$ cat src/rtl/isc_pkg.sv
// isc_pkg: shared widths, reset values, register indexes, status codes and
// the control struct for the IMU sample stuck check.
// No dependencies; every other file of the block imports it.
package isc_pkg;

   localparam int WORD_W  = 16;   // raw and published sensor word
   localparam int LANES   = 6;    // accel x/y/z, gyro x/y/z
   localparam int AXES    = 3;    // magnetometer axes
   localparam int CNT_W   = 8;    // identical-read count, mag tick, limits
   localparam int FAIL_W  = 16;   // failure counters
   localparam int CSR_W   = 16;   // widest configuration register
   localparam int CSR_A_W = 3;    // configuration register index

   localparam logic [CNT_W-1:0] STUCK_LIMIT_RESET = CNT_W'(5);
   localparam logic [CNT_W-1:0] MAG_DIVIDER_RESET = CNT_W'(10);
   localparam logic [CNT_W-1:0] MAG_TICK_RESET    = CNT_W'(10);

   // first gyro lane; lanes below it carry accel words
   localparam int GYRO_LANE0 = 3;

   typedef enum logic [CSR_A_W-1:0] {
      CSR_GYRO_OFS_X = 3'd0,
      CSR_GYRO_OFS_Y = 3'd1,
      CSR_GYRO_OFS_Z = 3'd2,
      CSR_STUCK_LIM  = 3'd3,
      CSR_MAG_DIV    = 3'd4
   } csr_index_type;

   typedef enum logic [2:0] {
      ST_PUB       = 3'd0,
      ST_MAG_OK    = 3'd1,
      ST_MAG_FAIL  = 3'd2,
      ST_READ_FAIL = 3'd3,
      ST_STUCK     = 3'd4
   } status_type;

   // decisions of the merge stage for the current word
   typedef struct packed {
      logic commit;     // good, not stuck: lanes keep and publish
      logic mag_load;   // mag fetch due and good: capture mag words
   } ctl_type;

endpackage

$ cat src/rtl/isc_lane.sv
// isc_lane: one sensor axis lane. Holds the last kept raw word and the
// published word, compares the incoming raw word and subtracts the offset.
// Depends on isc_pkg.
module isc_lane
   import isc_pkg::*;
(
   input  logic              clock,
   input  logic              reset,
   input  logic              commit,
   input  logic [WORD_W-1:0] raw_word,
   input  logic [WORD_W-1:0] offset,
   output logic              match,
   output logic [WORD_W-1:0] pub_word
);

   logic [WORD_W-1:0] last_raw_ff, last_raw_in;
   logic [WORD_W-1:0] pub_ff, pub_in;

   // compare against the last kept word
   assign match = (raw_word == last_raw_ff);

   // keep raw word and publish corrected word on commit, wrap at 16 bits
   always_comb begin
      last_raw_in = last_raw_ff;
      pub_in      = pub_ff;
      if (commit) begin
         last_raw_in = raw_word;
         pub_in      = raw_word - offset;
      end
   end

   always_ff @(posedge clock) begin
      if (reset) begin
         last_raw_ff <= '0;
         pub_ff      <= '0;
      end else begin
         last_raw_ff <= last_raw_in;
         pub_ff      <= pub_in;
      end
   end

   assign pub_word = pub_ff;

endmodule

$ cat src/rtl/isc_merge.sv
// isc_merge: merges the lane match flags into the stuck decision, runs the
// identical-read count, the mag fetch tick, status and failure counters.
// Depends on isc_pkg.
module isc_merge
   import isc_pkg::*;
(
   input  logic              clock,
   input  logic              reset,
   input  logic              accept,
   input  logic              read_ok,
   input  logic              mag_ok,
   input  logic [LANES-1:0]  lane_match,
   input  logic [CNT_W-1:0]  stuck_limit,
   input  logic [CNT_W-1:0]  mag_divider,
   output ctl_type           ctl,
   output status_type        status,
   output logic [FAIL_W-1:0] read_fail_count,
   output logic [FAIL_W-1:0] mag_fail_count
);

   logic [CNT_W-1:0]  same_count_ff, same_count_in;
   logic [CNT_W-1:0]  mag_tick_ff, mag_tick_in;
   status_type        status_ff, status_in;
   logic [FAIL_W-1:0] read_fail_ff, read_fail_in;
   logic [FAIL_W-1:0] mag_fail_ff, mag_fail_in;

   logic              all_match;
   logic [CNT_W-1:0]  same_next;
   logic [CNT_W-1:0]  tick_next;
   logic              stuck;
   logic              due;

   assign all_match = &lane_match;

   // identical-read count as it stands after this word, saturating
   always_comb begin
      if (!all_match) begin
         same_next = '0;
      end else if (same_count_ff == '1) begin
         same_next = same_count_ff;
      end else begin
         same_next = same_count_ff + CNT_W'(1);
      end
   end

   assign stuck = (same_next >= stuck_limit);

   // mag tick advance, saturating
   assign tick_next = (mag_tick_ff == '1) ? mag_tick_ff : mag_tick_ff + CNT_W'(1);
   assign due       = (tick_next >= mag_divider);

   assign ctl.commit   = accept && read_ok && !stuck;
   assign ctl.mag_load = ctl.commit && due && mag_ok;

   // next state and status of the merged decision
   always_comb begin
      same_count_in = same_count_ff;
      mag_tick_in   = mag_tick_ff;
      status_in     = status_ff;
      read_fail_in  = read_fail_ff;
      mag_fail_in   = mag_fail_ff;
      if (accept) begin
         if (!read_ok) begin
            status_in    = ST_READ_FAIL;
            read_fail_in = (read_fail_ff == '1) ? read_fail_ff : read_fail_ff + FAIL_W'(1);
         end else begin
            same_count_in = same_next;
            if (stuck) begin
               status_in    = ST_STUCK;
               read_fail_in = (read_fail_ff == '1) ? read_fail_ff
                                                   : read_fail_ff + FAIL_W'(1);
            end else if (due) begin
               mag_tick_in = '0;
               if (mag_ok) begin
                  status_in = ST_MAG_OK;
               end else begin
                  status_in   = ST_MAG_FAIL;
                  mag_fail_in = (mag_fail_ff == '1) ? mag_fail_ff
                                                    : mag_fail_ff + FAIL_W'(1);
               end
            end else begin
               mag_tick_in = tick_next;
               status_in   = ST_PUB;
            end
         end
      end
   end

   always_ff @(posedge clock) begin
      if (reset) begin
         same_count_ff <= '0;
         mag_tick_ff   <= MAG_TICK_RESET;
         status_ff     <= ST_PUB;
         read_fail_ff  <= '0;
         mag_fail_ff   <= '0;
      end else begin
         same_count_ff <= same_count_in;
         mag_tick_ff   <= mag_tick_in;
         status_ff     <= status_in;
         read_fail_ff  <= read_fail_in;
         mag_fail_ff   <= mag_fail_in;
      end
   end

   assign status          = status_ff;
   assign read_fail_count = read_fail_ff;
   assign mag_fail_count  = mag_fail_ff;

endmodule

$ cat src/rtl/imu_sample_stuck_check.sv
// imu_sample_stuck_check: top level. Six axis lanes, the merge stage, the
// magnetometer hold, configuration registers and the result handshake.
// Depends on isc_pkg, isc_lane and isc_merge.
//
//   channel | ports      | direction | moves
//   --------+------------+-----------+---------------------------------------
//   request | req_*      | in        | one sensor sample word
//   result  | rsp_*      | out       | one published word per sample
//   config  | csr_*      | in        | register writes, no read-back
//
// One sample a cycle while the request side is not stalled: each accepted word
// is checked by the six lanes and the merge stage in the cycle it is taken, and
// its result appears in the result register on the next cycle. The request side
// stalls only while a result waits under a result stall. Synchronous reset sets
// the magnetometer tick to 10 so the first good sample fetches, sets the stuck
// limit and magnetometer divider to 5 and 10, and clears all other state.
module imu_sample_stuck_check
   import isc_pkg::*;
(
   input  logic                      clock,
   input  logic                      reset,

   input  logic                      req_valid,
   output logic                      req_stall,
   input  logic                      req_read_ok,
   input  logic signed [WORD_W-1:0]  req_accel_x,
   input  logic signed [WORD_W-1:0]  req_accel_y,
   input  logic signed [WORD_W-1:0]  req_accel_z,
   input  logic signed [WORD_W-1:0]  req_gyro_x,
   input  logic signed [WORD_W-1:0]  req_gyro_y,
   input  logic signed [WORD_W-1:0]  req_gyro_z,
   input  logic                      req_mag_ok,
   input  logic signed [WORD_W-1:0]  req_mag_x,
   input  logic signed [WORD_W-1:0]  req_mag_y,
   input  logic signed [WORD_W-1:0]  req_mag_z,

   output logic                      rsp_valid,
   input  logic                      rsp_stall,
   output logic signed [WORD_W-1:0]  rsp_pub_accel_x,
   output logic signed [WORD_W-1:0]  rsp_pub_accel_y,
   output logic signed [WORD_W-1:0]  rsp_pub_accel_z,
   output logic signed [WORD_W-1:0]  rsp_pub_gyro_x,
   output logic signed [WORD_W-1:0]  rsp_pub_gyro_y,
   output logic signed [WORD_W-1:0]  rsp_pub_gyro_z,
   output logic signed [WORD_W-1:0]  rsp_pub_mag_x,
   output logic signed [WORD_W-1:0]  rsp_pub_mag_y,
   output logic signed [WORD_W-1:0]  rsp_pub_mag_z,
   output logic [2:0]                rsp_status,
   output logic [FAIL_W-1:0]         rsp_read_fail_count,
   output logic [FAIL_W-1:0]         rsp_mag_fail_count,

   input  logic                      csr_write,
   input  logic [CSR_A_W-1:0]        csr_index,
   input  logic [CSR_W-1:0]          csr_wdata
);

   logic              rsp_valid_ff, rsp_valid_in;
   logic              accept;

   logic [WORD_W-1:0] gyro_ofs_ff [AXES];
   logic [WORD_W-1:0] gyro_ofs_in [AXES];
   logic [CNT_W-1:0]  stuck_limit_ff, stuck_limit_in;
   logic [CNT_W-1:0]  mag_div_ff, mag_div_in;

   logic [WORD_W-1:0] held_mag_ff [AXES];
   logic [WORD_W-1:0] held_mag_in [AXES];
   logic [WORD_W-1:0] pub_mag_ff [AXES];
   logic [WORD_W-1:0] pub_mag_in [AXES];
   logic [WORD_W-1:0] mag_raw [AXES];

   logic [WORD_W-1:0] lane_raw [LANES];
   logic [WORD_W-1:0] lane_ofs [LANES];
   logic [WORD_W-1:0] lane_pub [LANES];
   logic [LANES-1:0]  lane_match;

   ctl_type           ctl;
   status_type        status;

   // take a word whenever the result register is free or being drained
   assign req_stall    = rsp_valid_ff && rsp_stall;
   assign accept       = req_valid && !req_stall;
   assign rsp_valid_in = accept || (rsp_valid_ff && rsp_stall);

   // configuration registers
   always_comb begin
      for (int a = 0; a < AXES; a++) begin
         gyro_ofs_in[a] = gyro_ofs_ff[a];
      end
      stuck_limit_in = stuck_limit_ff;
      mag_div_in     = mag_div_ff;
      if (csr_write) begin
         case (csr_index_type'(csr_index))
            CSR_GYRO_OFS_X: gyro_ofs_in[0] = csr_wdata;
            CSR_GYRO_OFS_Y: gyro_ofs_in[1] = csr_wdata;
            CSR_GYRO_OFS_Z: gyro_ofs_in[2] = csr_wdata;
            CSR_STUCK_LIM:  stuck_limit_in = csr_wdata[CNT_W-1:0];
            CSR_MAG_DIV:    mag_div_in     = csr_wdata[CNT_W-1:0];
            default: begin
               stuck_limit_in = stuck_limit_ff;
            end
         endcase
      end
   end

   // lane inputs: accel lanes pass through, gyro lanes take the offsets
   assign lane_raw[0] = req_accel_x;
   assign lane_raw[1] = req_accel_y;
   assign lane_raw[2] = req_accel_z;
   assign lane_raw[3] = req_gyro_x;
   assign lane_raw[4] = req_gyro_y;
   assign lane_raw[5] = req_gyro_z;

   assign lane_ofs[0] = '0;
   assign lane_ofs[1] = '0;
   assign lane_ofs[2] = '0;
   assign lane_ofs[3] = gyro_ofs_ff[0];
   assign lane_ofs[4] = gyro_ofs_ff[1];
   assign lane_ofs[5] = gyro_ofs_ff[2];

   for (genvar l = 0; l < LANES; l++) begin : g_lane
      isc_lane u_lane (
         .clock    (clock),
         .reset    (reset),
         .commit   (ctl.commit),
         .raw_word (lane_raw[l]),
         .offset   (lane_ofs[l]),
         .match    (lane_match[l]),
         .pub_word (lane_pub[l])
      );
   end

   isc_merge u_merge (
      .clock           (clock),
      .reset           (reset),
      .accept          (accept),
      .read_ok         (req_read_ok),
      .mag_ok          (req_mag_ok),
      .lane_match      (lane_match),
      .stuck_limit     (stuck_limit_ff),
      .mag_divider     (mag_div_ff),
      .ctl             (ctl),
      .status          (status),
      .read_fail_count (rsp_read_fail_count),
      .mag_fail_count  (rsp_mag_fail_count)
   );

   // magnetometer: publish the held words, then capture a good fetch
   assign mag_raw[0] = req_mag_x;
   assign mag_raw[1] = req_mag_y;
   assign mag_raw[2] = req_mag_z;

   always_comb begin
      for (int a = 0; a < AXES; a++) begin
         pub_mag_in[a]  = ctl.commit   ? held_mag_ff[a] : pub_mag_ff[a];
         held_mag_in[a] = ctl.mag_load ? mag_raw[a]     : held_mag_ff[a];
      end
   end

   always_ff @(posedge clock) begin
      if (reset) begin
         rsp_valid_ff   <= 1'b0;
         stuck_limit_ff <= STUCK_LIMIT_RESET;
         mag_div_ff     <= MAG_DIVIDER_RESET;
         for (int a = 0; a < AXES; a++) begin
            gyro_ofs_ff[a] <= '0;
            held_mag_ff[a] <= '0;
            pub_mag_ff[a]  <= '0;
         end
      end else begin
         rsp_valid_ff   <= rsp_valid_in;
         stuck_limit_ff <= stuck_limit_in;
         mag_div_ff     <= mag_div_in;
         for (int a = 0; a < AXES; a++) begin
            gyro_ofs_ff[a] <= gyro_ofs_in[a];
            held_mag_ff[a] <= held_mag_in[a];
            pub_mag_ff[a]  <= pub_mag_in[a];
         end
      end
   end

   // result word
   assign rsp_valid       = rsp_valid_ff;
   assign rsp_pub_accel_x = lane_pub[0];
   assign rsp_pub_accel_y = lane_pub[1];
   assign rsp_pub_accel_z = lane_pub[2];
   assign rsp_pub_gyro_x  = lane_pub[3];
   assign rsp_pub_gyro_y  = lane_pub[4];
   assign rsp_pub_gyro_z  = lane_pub[5];
   assign rsp_pub_mag_x   = pub_mag_ff[0];
   assign rsp_pub_mag_y   = pub_mag_ff[1];
   assign rsp_pub_mag_z   = pub_mag_ff[2];
   assign rsp_status      = status;

endmodule

$ cat config.mk
export PLATFORM = sky130hd
export DESIGN_NAME = imu_sample_stuck_check
export DESIGN_NICKNAME = d
export VERILOG_FILES = /design/src/rtl/isc_pkg.sv /design/src/rtl/isc_lane.sv /design/src/rtl/isc_merge.sv /design/src/rtl/imu_sample_stuck_check.sv
export SDC_FILE = /design/constraint.sdc
export NUM_CORES = 1
export LEC_CHECK = 0
export ABC_AREA = 1
export BUFFER_PORTS_ARGS = -buffer_cell sky130_fd_sc_hd__buf_4
export CORE_MARGIN = 2
export CORE_UTILIZATION = 32
export DETAILED_ROUTE_END_ITERATION = 16
export PLACE_DENSITY = 0.58
export SLEW_MARGIN = 20
export SYNTH_ARGS = -nofsm -noshare
export SYNTH_HDL_FRONTEND = slang
export SYNTH_HIERARCHICAL = 1
export SYNTH_SLANG_ARGS = --single-unit
$ cat constraint.sdc
create_clock -name clock -period 4.4 [get_ports clock]
set_input_delay 0.88 -clock clock [delete_from_list [all_inputs] [get_ports clock]]
set_output_delay 0.88 -clock clock [all_outputs]
set_load 0.05 [all_outputs]
==> results.sh, run 1 <==
export IMPL_die_w_um=277
export IMPL_rsz0062_at_grt="no"
export IMPL_drive_above_1_share=0.143
export IMPL_critPathLaunchType="input pin"
export IMPL_grt_util_all_layers=0.181
export IMPL_synth_area_leader_cell="dfxtp_1"
export IMPL_post_route_min_period_ns=3.93
export IMPL_status="finished clean"
export IMPL_wl_um=70900
export IMPL_yosys_cell_count_top_type="nand2_1"
export IMPL_grt_pass1_wl_um=113000
export IMPL_cp_arrival_ns=4.41
export IMPL_max_slew_margin=0.385
export IMPL_synth_edf_count=0
export IMPL_synth_cell_types=41
export IMPL_h_tree_depth=2
export IMPL_antenna_found_initial=7
export IMPL_syn_avg_cell_area_um2=6.44
export IMPL_power_density_nw_per_um2=359
export IMPL_drc=0
export IMPL_ios=351
export IMPL_p_leak_nw=15.0
export IMPL_path_max_fanout=21
export IMPL_synth_seq_area_share=0.340
export IMPL_drt_iter0_markers=1171
export IMPL_hold_ws_ns=0.471
export IMPL_synth_compound_area_frac=0.0820
export IMPL_finalCritPeriodShare=0.892
export IMPL_hold_viol_final=0
export IMPL_fp_dieH_um=277
export IMPL_crit_required_ns=4.88
export IMPL_clockBufferDepth=3
export IMPL_yosys_warnings=6
export IMPL_clock_skew_ns=0.0238
export IMPL_synth_simple_area_share=0.348
export IMPL_syn_area_um2=23800
export IMPL_cts_clk_slew_worst_paths_ns=0.06
export IMPL_finalSetupViolCount=0
export IMPL_grt_pass1_vias=21400
export IMPL_num_vias=22700
export IMPL_cts_setup_buffers=0
export IMPL_die_area_um2=76500
export IMPL_final_max_slew_viol_count=0
export IMPL_netlist_instances=3694
export IMPL_async_flop_share=0
export IMPL_synth_area_leaders="dfxtp_1 (34%), nand2_1 (14%), nor2_1 (11%)"
export IMPL_hold_path_class="reg -> reg"
export IMPL_cts_buffers=50
export IMPL_tightest_slew_ns=0.921
export IMPL_ys_ff_latch=404
export IMPL_max_cap_violations=0
export IMPL_finalSetupTns_ns=0
export IMPL_routedWlPerCell_um=13.9
export IMPL_drtAntennaViolNets=0
export IMPL_root_buffer="clkbuf_16"
export IMPL_synth_top_family_by_area="simple AND/OR/NAND/NOR gates"
export IMPL_synth_top_area_frac=0.340
export IMPL_critical_path_class="in -> reg"
export IMPL_viasPerCell=4.45
export IMPL_synth_xor_area_frac=0.0442
export IMPL_final_nets=4393
export IMPL_fmax_mhz=255
export IMPL_place_gp_congestion=0.871
export IMPL_grt_ovfl_total=0
export IMPL_synthMuxAreaShare=0
export IMPL_end_kind="flip-flop"
export IMPL_worstSkewPairLatency_ns=0.60
export IMPL_io_buffers=350
export IMPL_cts_sinks=404
export IMPL_rows=99
export IMPL_core_area_um2=73200
export IMPL_grt_max_degree=100
export IMPL_p_total_mw=10.7
export IMPL_synth_fa_ha_area_frac=0.0629
export IMPL_hpwl_um=53600
export IMPL_synth_top_flop_cell="dfxtp_1"
export IMPL_cts_tree="done"
export IMPL_initial_utilization=0.325
export IMPL_ir_drop_mv=0.261
export IMPL_syn2layout_area_growth_pct=24.8
export IMPL_synthTopCellsByCount="nand2_1 (903), nor2_1 (669), inv_1 (565)"
export IMPL_dr_pass1_iters=6
[worst max-delay path: stages]
cell	delay [ns]
buf_4	0.12
xnor2_1	0.12
nand3_1	0.08
nor3_1	0.31
nand2_1	0.15
nor2_2	0.20
nand2_1	0.12
nor2_2	0.18
buf_4	0.13
nand3_1	0.16
inv_1	0.17
nand3_1	0.11
inv_1	0.07
ha_1	0.23
nand2_1	0.08
nor2_1	0.05
nor2_1	0.07
nand2_1	0.07
nand2_2	0.07
nand2_1	0.10
nor2_4	0.18
buf_12	0.22
clkinv_1	0.13
buf_12	0.17
o21ai_0	0.16
inv_1	0.05
[cell usage in the layout, fill, tap and decap left out, types with 8 or more instances in the layout]
| cell | synthesis | final |
|---|---|---|
| nand2_1 | 903 | 903 |
| nor2_1 | 669 | 666 |
| inv_1 | 565 | 565 |
| buf_4 | 17 | 413 |
| dfxtp_1 | 404 | 404 |
| nand3_1 | 260 | 260 |
| a21oi_1 | 159 | 159 |
| o21ai_0 | 143 | 143 |
| ha_1 | 110 | 110 |
| xor2_1 | 77 | 77 |
| clkbuf_16 | 0 | 51 |
| conb_1 | 1 | 51 |
| nor3_1 | 48 | 48 |
| xnor2_1 | 43 | 43 |
| a211oi_1 | 42 | 42 |
| nand4_1 | 35 | 35 |
| nand2_2 | 20 | 20 |
| or2_2 | 18 | 18 |
| buf_12 | 0 | 18 |
| nor2_2 | 9 | 12 |
| or2_1 | 11 | 11 |
| clkbuf_1 | 50 | 10 |
| nand3_2 | 10 | 10 |
| clkbuf_8 | 5 | 9 |
| bufinv_16 | 0 | 8 |
| clkinv_2 | 0 | 8 |
| o211ai_1 | 8 | 8 |
[cell families after synthesis]
logic type                 count (synthesis)
buffers and inverters                    698
AOI/OAI and AO/OA                        360
and+or+nand+nor                         1995
adders and majority gates                116
other                                      1
xor gates and xnor gates                 120
DFF                                      404
[routing by layer]
metal,part of all wire,GRT usage
met1,0.47,0.236
met2,0.46,0.302
met4,0.022,0.0483
met5,0.00049,0
met3,0.052,0.0397
[state kept, by name, indices dropped and copies added, names as in the netlist]
name,count
stuck_limit_ff,8
g_lane.u_lane/pub_word,96
u_merge/read_fail_count,16
mag_div_ff,8
gyro_ofs_ff,48
pub_mag_ff,48
rsp_valid,1
u_merge/same_count_ff,8
u_merge/mag_tick_ff,8
held_mag_ff,48
u_merge/status,3
g_lane.u_lane/last_raw_ff,96
u_merge/mag_fail_count,16
[stage by stage]
stage,instance area [um^2],util,setup slack (ns),instances
global route,29700,0.405,0.0478,5109
global placement,27900,0.381,-0.325,5013
finish,29700,0.405,0.473,5109
CTS,29600,0.405,0.330,5104
floorplan,24000,-,0.653,3744
detailed placement,27900,0.381,-0.312,5013
[area by class of cell]
cell class,count,area (um^2)
antenna,4,10.0
clock buffer,69,1420
clock inverter,22,340
fill,7850,43500
inverter,577,2170
multi-input combinational,2642,13000
sequential,404,8090
tap,959,1200
timing repair buffer,432,3470
[path summary, 6_finish.rpt]
kind	start	endpoint	slack, ns	depth (start not counted)
worst max-delay path	req_accel_y[10]	g_lane[0].u_lane/pub_word[3]$_SDFFE_PP0P_	0.47	26
worst min-delay path	g_lane[0].u_lane/last_raw_ff[8]$_SDFFE_PP0P_	g_lane[0].u_lane/last_raw_ff[8]$_SDFFE_PP0P_	0.47	2
worst max register to register	g_lane[1].u_lane/last_raw_ff[10]$_SDFFE_PP0P_	g_lane[0].u_lane/pub_word[3]$_SDFFE_PP0P_	0.53	25
worst min register to register	g_lane[0].u_lane/last_raw_ff[8]$_SDFFE_PP0P_	g_lane[0].u_lane/last_raw_ff[8]$_SDFFE_PP0P_	0.47	2
[power breakdown]
| part | switching (mW) | total [mW] | internal, mW |
|---|---|---|---|
| logic | 1.44 | 2.22 | 0.780 |
| registers | 0.126 | 3.99 | 3.87 |
| clock network | 1.71 | 4.44 | 2.73 |
| total | 3.28 | 10.7 | 7.38 |
[timing repair]
| item | in CTS | in global routing |
|---|---|---|
| hold buffers | 0 | 0 |
| endpoints found under the setup margin | 0 | 24 |
| gates resized for setup | 0 | 2 |
No activity file was read; power rests on OpenSTA's default activity.
==> run 2, diff against run 1 <==
--- a/config.mk
+++ b/config.mk
@@ -5,7 +5,6 @@
 export SDC_FILE = /design/constraint.sdc
 export NUM_CORES = 1
 export LEC_CHECK = 0
-export ABC_AREA = 1
 export BUFFER_PORTS_ARGS = -buffer_cell sky130_fd_sc_hd__buf_4
 export CORE_MARGIN = 2
 export CORE_UTILIZATION = 32
==> constraint.sdc (replaced) <==
create_clock -name clock -period 4.55 [get_ports clock]
set_input_delay 0.91 -clock clock [delete_from_list [all_inputs] [get_ports clock]]
set_output_delay 0.91 -clock clock [all_outputs]
set_load 0.05 [all_outputs]
==> run 2 against run 1 <==
Against the previous run: hold slack gained 0.0028 ns; clock power shrank 4.5%; clock skew grew 0.0022 ns; routed wire length shrank 10%; combinational power shrank 18%; synthesized area shrank 9.4%; core utilization grew 0.90 points; sequential share of layout area grew 1.9 points; critical endpoint is now g_lane[1].u_lane/pub_word[10]$_SDFFE_PP0P_.
==> results.sh, run 2 <==
export IMPL_netlist_instances=2355
export IMPL_cts_buffers=49
export IMPL_syn2layout_area_growth_pct=28.7
export IMPL_root_buffer="clkbuf_16"
export IMPL_clock_skew_ns=0.0260
export IMPL_yosys_cell_count_top_type="dfxtp_1"
export IMPL_post_route_min_period_ns=4.25
export IMPL_hpwl_um=48600
export IMPL_die_w_um=263
export IMPL_status="finished clean"
export IMPL_viasPerCell=4.91
export IMPL_r2r_start="g_lane[1].u_lane/last_raw_ff[9]$_SDFFE_PP0P_"
export IMPL_worstRegToRegCells=16
export IMPL_tightest_slew_ns=0.916
export IMPL_h_tree_depth=2
export IMPL_fin_util=0.414
export IMPL_crit_required_ns=5.08
export IMPL_synth_top_area_frac=0.375
export IMPL_dr_pass1_iters=4
export IMPL_io_buffers=350
export IMPL_startpoint="req_accel_y[9]"
export IMPL_worstSkewPairLatency_ns=0.60
export IMPL_finalSetupViolCount=0
export IMPL_max_slew_margin=0.389
export IMPL_yosys_warnings=6
export IMPL_synth_area_leader_cell="dfxtp_1"
export IMPL_initial_utilization=0.322
export IMPL_crit_end="g_lane[1].u_lane/pub_word[10]$_SDFFE_PP0P_"
export IMPL_hold_viol_final=0
export IMPL_cts_tree="done"
export IMPL_grt_util_all_layers=0.178
export IMPL_place_gp_congestion=0.878
export IMPL_routedWlPerCell_um=17.1
export IMPL_synth_seq_area_share=0.375
export IMPL_cts_clk_slew_worst_paths_ns=0.06
export IMPL_grt_pass1_vias=18200
export IMPL_path_max_fanout=38
export IMPL_drive_above_1_share=0.206
export IMPL_final_common_cell="buf_4"
export IMPL_end_kind="flip-flop"
export IMPL_async_flop_share=0
export IMPL_num_vias=18300
export IMPL_rows=95
export IMPL_hold_ws_ns=0.474
export IMPL_r2r_end="g_lane[1].u_lane/pub_word[10]$_SDFFE_PP0P_"
export IMPL_synthTopCellsByCount="dfxtp_1 (404), nor2_1 (340), mux2i_1 (279)"
export IMPL_final_nets=3102
export IMPL_ios=351
export IMPL_finalCritPeriodShare=0.935
export IMPL_synth_area_leaders="dfxtp_1 (38%), mux2i_1 (13%), ha_1 (6.4%)"
export IMPL_cp_arrival_ns=4.79
export IMPL_final_cell_mix="buf_4 (449), dfxtp_1 (404), nor2_1 (339)"
export IMPL_dp_slack_ns=-0.339
export IMPL_die_area_um2=69400
export IMPL_ys_ff_latch=404
export IMPL_rsz0062_at_grt="no"
export IMPL_hold_path_class="reg -> reg"
export IMPL_ir_drop_mv=0.287
export IMPL_antenna_found_initial=9
export IMPL_cts_sinks=404
export IMPL_clockBufferDepth=3
export IMPL_max_cap_violations=0
export IMPL_grt_max_degree=78
export IMPL_core_area_um2=66900
export IMPL_r2r_setup_slack_ns=0.39
export IMPL_synth_cell_types=83
export IMPL_drc=0
export IMPL_critical_path_class="in -> reg"
export IMPL_drt_iter0_markers=768
export IMPL_wl_um=63600
export IMPL_synth_edf_count=0
export IMPL_syn_avg_cell_area_um2=9.15
export IMPL_p_leak_nw=11.4
export IMPL_critPathLaunchType="input pin"
export IMPL_grt_pass1_wl_um=99300
export IMPL_final_max_slew_viol_count=0
export IMPL_cts_setup_buffers=0
export IMPL_fin_ws_ns=0.295
export IMPL_syn_area_um2=21500
export IMPL_fp_dieH_um=263
export IMPL_drtAntennaViolNets=0
export IMPL_p_total_mw=9.85
export IMPL_fmax_mhz=235
export IMPL_fillCellCount=6551
export IMPL_synth_top_flop_cell="dfxtp_1"
export IMPL_grt_ovfl_total=0
export IMPL_power_density_nw_per_um2=355
run 2: changes by cell type in the layout (fill, tap and decap cells not counted), sizes merged, moves of 69 or more:
cell	before	now
xnor2	43	146
nand3	270	39
nand2b	0	96
mux2i	0	279
inv	574	141
nand2	926	51
nor2	684	342
a21oi	161	92
run 2: cells by family (layout without fill, tap and decap cells):
group	count (synthesis)	in the layout	share of synthesized area
buffers and inverters	234	685	0.0443
multiplexers	284	284	0.132
AO/OA/AOI/OAI	410	410	0.137
AND/OR/NAND/NOR	743	743	0.175
flip-flops	404	404	0.375
other	1	53	0.000174
XOR/XNOR	163	163	0.0663
adder cells (fa/ha/maj)	116	116	0.0695
run 2: power breakdown:
part / switching, mW / internal [mW]
registers: 0.0955 / 3.68
clock network: 1.65 / 2.59
logic: 1.06 / 0.774
run 2: worst min-delay path by stage:
stage	startpoint	to	slack [ns]	cells past startpoint
6_report	g_lane[4].u_lane/pub_word[10]$_SDFFE_PP0P_	g_lane[4].u_lane/pub_word[10]$_SDFFE_PP0P_	0.47	1
5_1_grt	g_lane[5].u_lane/pub_word[14]$_SDFFE_PP0P_	g_lane[5].u_lane/pub_word[14]$_SDFFE_PP0P_	0.48	2
4_1_cts	req_valid	rsp_valid$_SDFF_PP0_	0.48	3
3_5_place_dp	g_lane[1].u_lane/pub_word[8]$_SDFFE_PP0P_	g_lane[1].u_lane/pub_word[8]$_SDFFE_PP0P_	0.47	1
3_3_place_gp	g_lane[4].u_lane/pub_word[11]$_SDFFE_PP0P_	g_lane[4].u_lane/pub_word[11]$_SDFFE_PP0P_	0.46	1
2_1_floorplan	gyro_ofs_ff[0][18]$_SDFFE_PP0P_	gyro_ofs_ff[0][18]$_SDFFE_PP0P_	0.45	2
run 2: stage by stage:
step | cell area, um^2 | std cells | setup TNS (ns)
after floorplan | 21700 | 2405 | 0
after global placement | 26000 | 3638 | -38.74
after detailed placement | 26000 | 3638 | -70.07
after CTS | 27700 | 3729 | 0
after global routing | 27700 | 3730 | 0
final | 27700 | 3731 | 0
run 2: repair_timing:
| action | 4_1_cts | 5_1_grt |
|---|---|---|
| hold buffers | 0 | 0 |
| setup endpoints to repair | 0 | 10 |
| resized for setup | 0 | 2 |
run 2: worst max-delay path, stage by stage:
cell and delay, ns:
buf_4 0.12, xnor2_1 0.14, nand4_1 0.12, nor4_1 0.35
buf_4 0.18, nand2_1 0.16, or3_1 0.54, nor3_1 0.33
ha_1 0.32, a21o_1 0.20, a21o_1 0.22, nor3_4 0.19
buf_12 0.27, inv_1 0.13, nor2_1 0.17, buf_4 0.20
a32o_1 0.17
run 2: metal layers:
| layer | GRT usage | wire length [um] | vias to the layer above | part of all wire |
|---|---|---|---|---|
| met1 | 0.220 | 28000 | 8595 | 0.44 |
| li1 | - | - | 9161 | - |
| met4 | 0.0666 | 2190 | 14 | 0.034 |
| met5 | 0 | 89 | - | 0.0014 |
| met3 | 0.0483 | 3940 | 127 | 0.062 |
| met2 | 0.295 | 29400 | 408 | 0.46 |
run 2: cell type report:
type	instances	area [um^2]	share of cell area
antenna	2	5.00	0.000181
clock buffer	65	1370	0.0493
timing repair buffer	459	3570	0.129
tap	873	1090	0.0394
inverter	135	507	0.0183
sequential	404	8090	0.292
multi-input combinational	1767	12700	0.458
clock inverter	26	388	0.0140
